File: src/rtl/core/tmts_ram.sv
`timescale 1ns / 1ps
// ----------------------------------------------------------------------------
// tmts_ram
// Generic single write port, single read port RAM with registered read.
// ----------------------------------------------------------------------------
module tmts_ram #(
    parameter int WIDTH = 8,
    parameter int DEPTH = 16
) (
    input  logic                     i_clk,
    input  logic                     i_we,
    input  logic [$clog2(DEPTH)-1:0] i_waddr,
    input  logic [WIDTH-1:0]         i_wdata,
    input  logic [$clog2(DEPTH)-1:0] i_raddr,
    output logic [WIDTH-1:0]         o_rdata
);

    logic [WIDTH-1:0] r_mem [DEPTH];
    logic [WIDTH-1:0] r_rdata;

    always_ff @(posedge i_clk) begin
        if (i_we) begin
            r_mem[i_waddr] <= i_wdata;
        end
        r_rdata <= r_mem[i_raddr];
    end

    assign o_rdata = r_rdata;

endmodule

File: config.mk
export PLATFORM = sky130hd
export DESIGN_NAME = tmts_ram
export DESIGN_NICKNAME = d
export VERILOG_FILES = /design/src/rtl/core/tmts_ram.sv
export SDC_FILE = /design/constraint.sdc
export NUM_CORES = 1
export LEC_CHECK = 0
export BUFFER_PORTS_ARGS = -buffer_cell sky130_fd_sc_hd__buf_2
export CORE_MARGIN = 5
export CORE_UTILIZATION = 30
export DETAILED_ROUTE_END_ITERATION = 12
export GPL_ROUTABILITY_DRIVEN = 0
export SETUP_SLACK_MARGIN = 0.05
export SLEW_MARGIN = 15
export SYNTH_ARGS = -nofsm -noshare
export SYNTH_HDL_FRONTEND = slang
export SYNTH_SLANG_ARGS = --single-unit
File: constraint.sdc
create_clock -name i_clk -period 3.3 [get_ports i_clk]
set_clock_uncertainty 0.05 [all_clocks]
set_input_delay 0.99 -clock i_clk [delete_from_list [all_inputs] [get_ports i_clk]]
set_output_delay 0.99 -clock i_clk [all_outputs]
set_load 0.02 [all_outputs]
==> impl_metrics.yaml <==
timing:
  holdWs_ps: 620
  tns_ps: 0
  max_slew_margin: 0.476
  worst_slew_pin_slew_ps: 784
  period_share: 0.728
  setup_slack_ps: 898
  rsz0062_at_grt: "false"
  setup_viol: 0
  max_freq_ghz: 0.416
  hold_viol: 0
  fin_crit_ps: 2400
  slew_viol_final: 0
synth:
  syn_area_sq_um: 5150
  synth_compound_gate_area_share: 0.0233
  synth_fa_ha_area_frac: 0
  avgSynthCellArea_sq_um: 22.5
  synth-seq-cells: 136
  synth_seq_area_share: 0.778
  netlist_instances: 229
  ys_top_cells_by_count: "edfxtp_1, mux4_2, a22oi_1"
  synth_edf_count: 128
  async_flop_share: 0
  synth_top_area_cell: "edfxtp_1"
  synth.most_common_cell: "edfxtp_1"
  yosys-top-cells-area: "edfxtp_1, mux4_2, mux4_1, dfxtp_1, a22oi_1"
  synthSimpleGateAreaFrac: 0.0318
  synth_flop_cell: "edfxtp_1"
  synth_warnings: 0
  synthXorXnorAreaFrac: 0
  ys_types: 19
  yosysTopAreaCellShare: 0.747
  synth_top_family_by_area: "multiplexers"
  muxShareOfSynthArea: 0.150
  syn-num-nets: 247
critical_path:
  crit_required_ps: 3530
  startpoint_type: "input port"
  path_class: "in2reg"
  path_max_fanout: 16
  timing.rr.end: "o_rdata[1]"
  regToRegSetupSlack_ps: 1800
  worstPathArrival_ps: 2630
  rr_worst_depth: 3
  end_kind: "flop"
  regToRegStartpoint: "r_mem[0][1]"
power_and_ir_drop:
  pwr-share-clk: 0.482
  switching_share: 0.202
  share_comb_of_total_power: 0.046
  vdd_drop_max_v: 0.000452
  p_leak_nw: 2.10
  p_int_w: 0.00328
  power.density_nw_per_um2: 658
  power_w: 0.00411
  pwr-share-seq: 0.473
  power.switching_w: 0.000831
cts:
  post_cts_buffers: 0
  clkTransAtPathRegs_ps: 60
  cts_buffer_depth: 2
  cts_max_level: 4
  cts_tree: "built"
  cts_resized: 0
  hold_buffers: 0
  clock_latency_ps: 410
  cts_root_buf: "clkbuf_16"
  cts.sinks: 136
  cts-buffers-inserted: 17
drt:
  via_count: 2384
  drc_errors: 0
  ant_nets: 0
  dr.pass1.iters: 4
  dr.first_iter.drc_count: 213
  wire_per_inst_um: 19.9
  drt_wl_total_mm: 10.3
  vias_per_cell: 4.61
placement:
  port_buffers: 25
  hpwl_mm: 6.68
  pre_cts_slack_ps: 385
floorplan:
  core_area_sq_um: 16700
  start_util: 0.308
  die-height_um: 141
  ioPinCount: 26
  die-area_sq_um: 19900
  fp.dieW_um: 141
  row_count: 47
job:
  drv_cap: 0
layout:
  fin_util: 0.374
  drive_gt1_frac: 0.318
  nets: 301
  synthToLayoutAreaGrowth_pct: 21.2
min_path:
  hold_path_startpoint: "r_mem[14][2]"
  holdPathStages: 3
  worstHoldEndpoint: "o_rdata[2]"
  hold_class: "reg2reg"
outcome:
  status: "complete, no violations"
global_routing:
  first_global_vias: 2568
  grt_overflow: 0
  grt_max_degree: 17
  grtUsageTotal: 0.111
  grt_pass1_wl_mm: 15.8
  antenna_found_initial: 1
per-stage QoR:
step,instance area [sq um],std cells
floorplan,5150,229
global placement,5610,484
detailed placement,5610,484
CTS,6240,516
global route,6240,516
finish,6240,517
power by group through the flow:
stage	Sequential (W)	Combinational, W	Clock (W)
final	0.00194	0.000188	0.00198
after floorplan	0.00199	0.0000980	0
after detailed placement	0.00198	0.000194	0
after CTS	0.00194	0.000194	0.00201
after global placement	0.00198	0.000188	0
after global routing	0.00194	0.000205	0.00211
worst max-delay path, cell delays in order:
cell	delay (ps)
buf_2	410
buf_4	330
mux4_2	520
a22oi_1	240
nand2_1	130
sequential cells by signal, indices dropped and copies added (netlist names):
name,cells
o_rdata,8
r_mem,128
routing by layer:
metal | global-route usage | vias to the layer above | wire length (um)
met5 | 0 | - | 0
met4 | 0.0408 | 0 | 199
met3 | 0.0427 | 13 | 581
met2 | 0.170 | 58 | 4880
met1 | 0.143 | 1231 | 4630
li1 | - | 1082 | -
logic make-up (layout without fill, tap and decap cells):
kind of cell           after synthesis  in the layout
AO/OA/AOI/OAI                       16             16
buffers and inverters               10             77
multiplexers                        32             32
flip-flops                         136            136
other                                0              1
AND/OR/NAND/NOR                     35             35
cells in the final DEF (no fill, tap or decap):
master      synthesis  layout
nor2b_1             1       1
clkinvlp_4          0       2
inv_6               0       3
bufinv_16           0       4
nor2_1             13      13
nand3b_1            2       2
clkinv_4            0       3
nand2_1             9       9
buf_2               3      25
clkinv_2            0       1
clkbuf_1            0       1
and2b_1             1       1
a22oi_1            16      16
nand3_1             1       1
mux4_2             18      18
clkbuf_16           0      17
edfxtp_1          128     128
dfxtp_1             8       8
nand2b_1            2       2
nor3_1              4       4
diode_2             0       1
mux4_1             14      14
clkinv_1            0       1
buf_4               1      20
or3b_2              1       1
and2_1              1       1
how the worst max path moves through the flow:
stage | startpoint | to | slack [ps]
6_report | i_raddr[0] | o_rdata[6] | 900
5_1_grt | i_raddr[0] | o_rdata[6] | 770
4_1_cts | i_raddr[0] | o_rdata[6] | 820
3_5_place_dp | i_raddr[0] | o_rdata[6] | 380
3_3_place_gp | i_raddr[0] | o_rdata[6] | 400
2_1_floorplan | i_waddr[2] | r_mem[0][0] | 770
layout make-up:
type,instances,area [sq um]
tap,220,275
clock inverter,14,196
clock buffer,18,429
antenna,1,2.50
timing repair buffer,45,275
sequential,136,4000
multi-input combinational,83,1060
fill,1533,10500
Power figures use the tool's default switching activity.
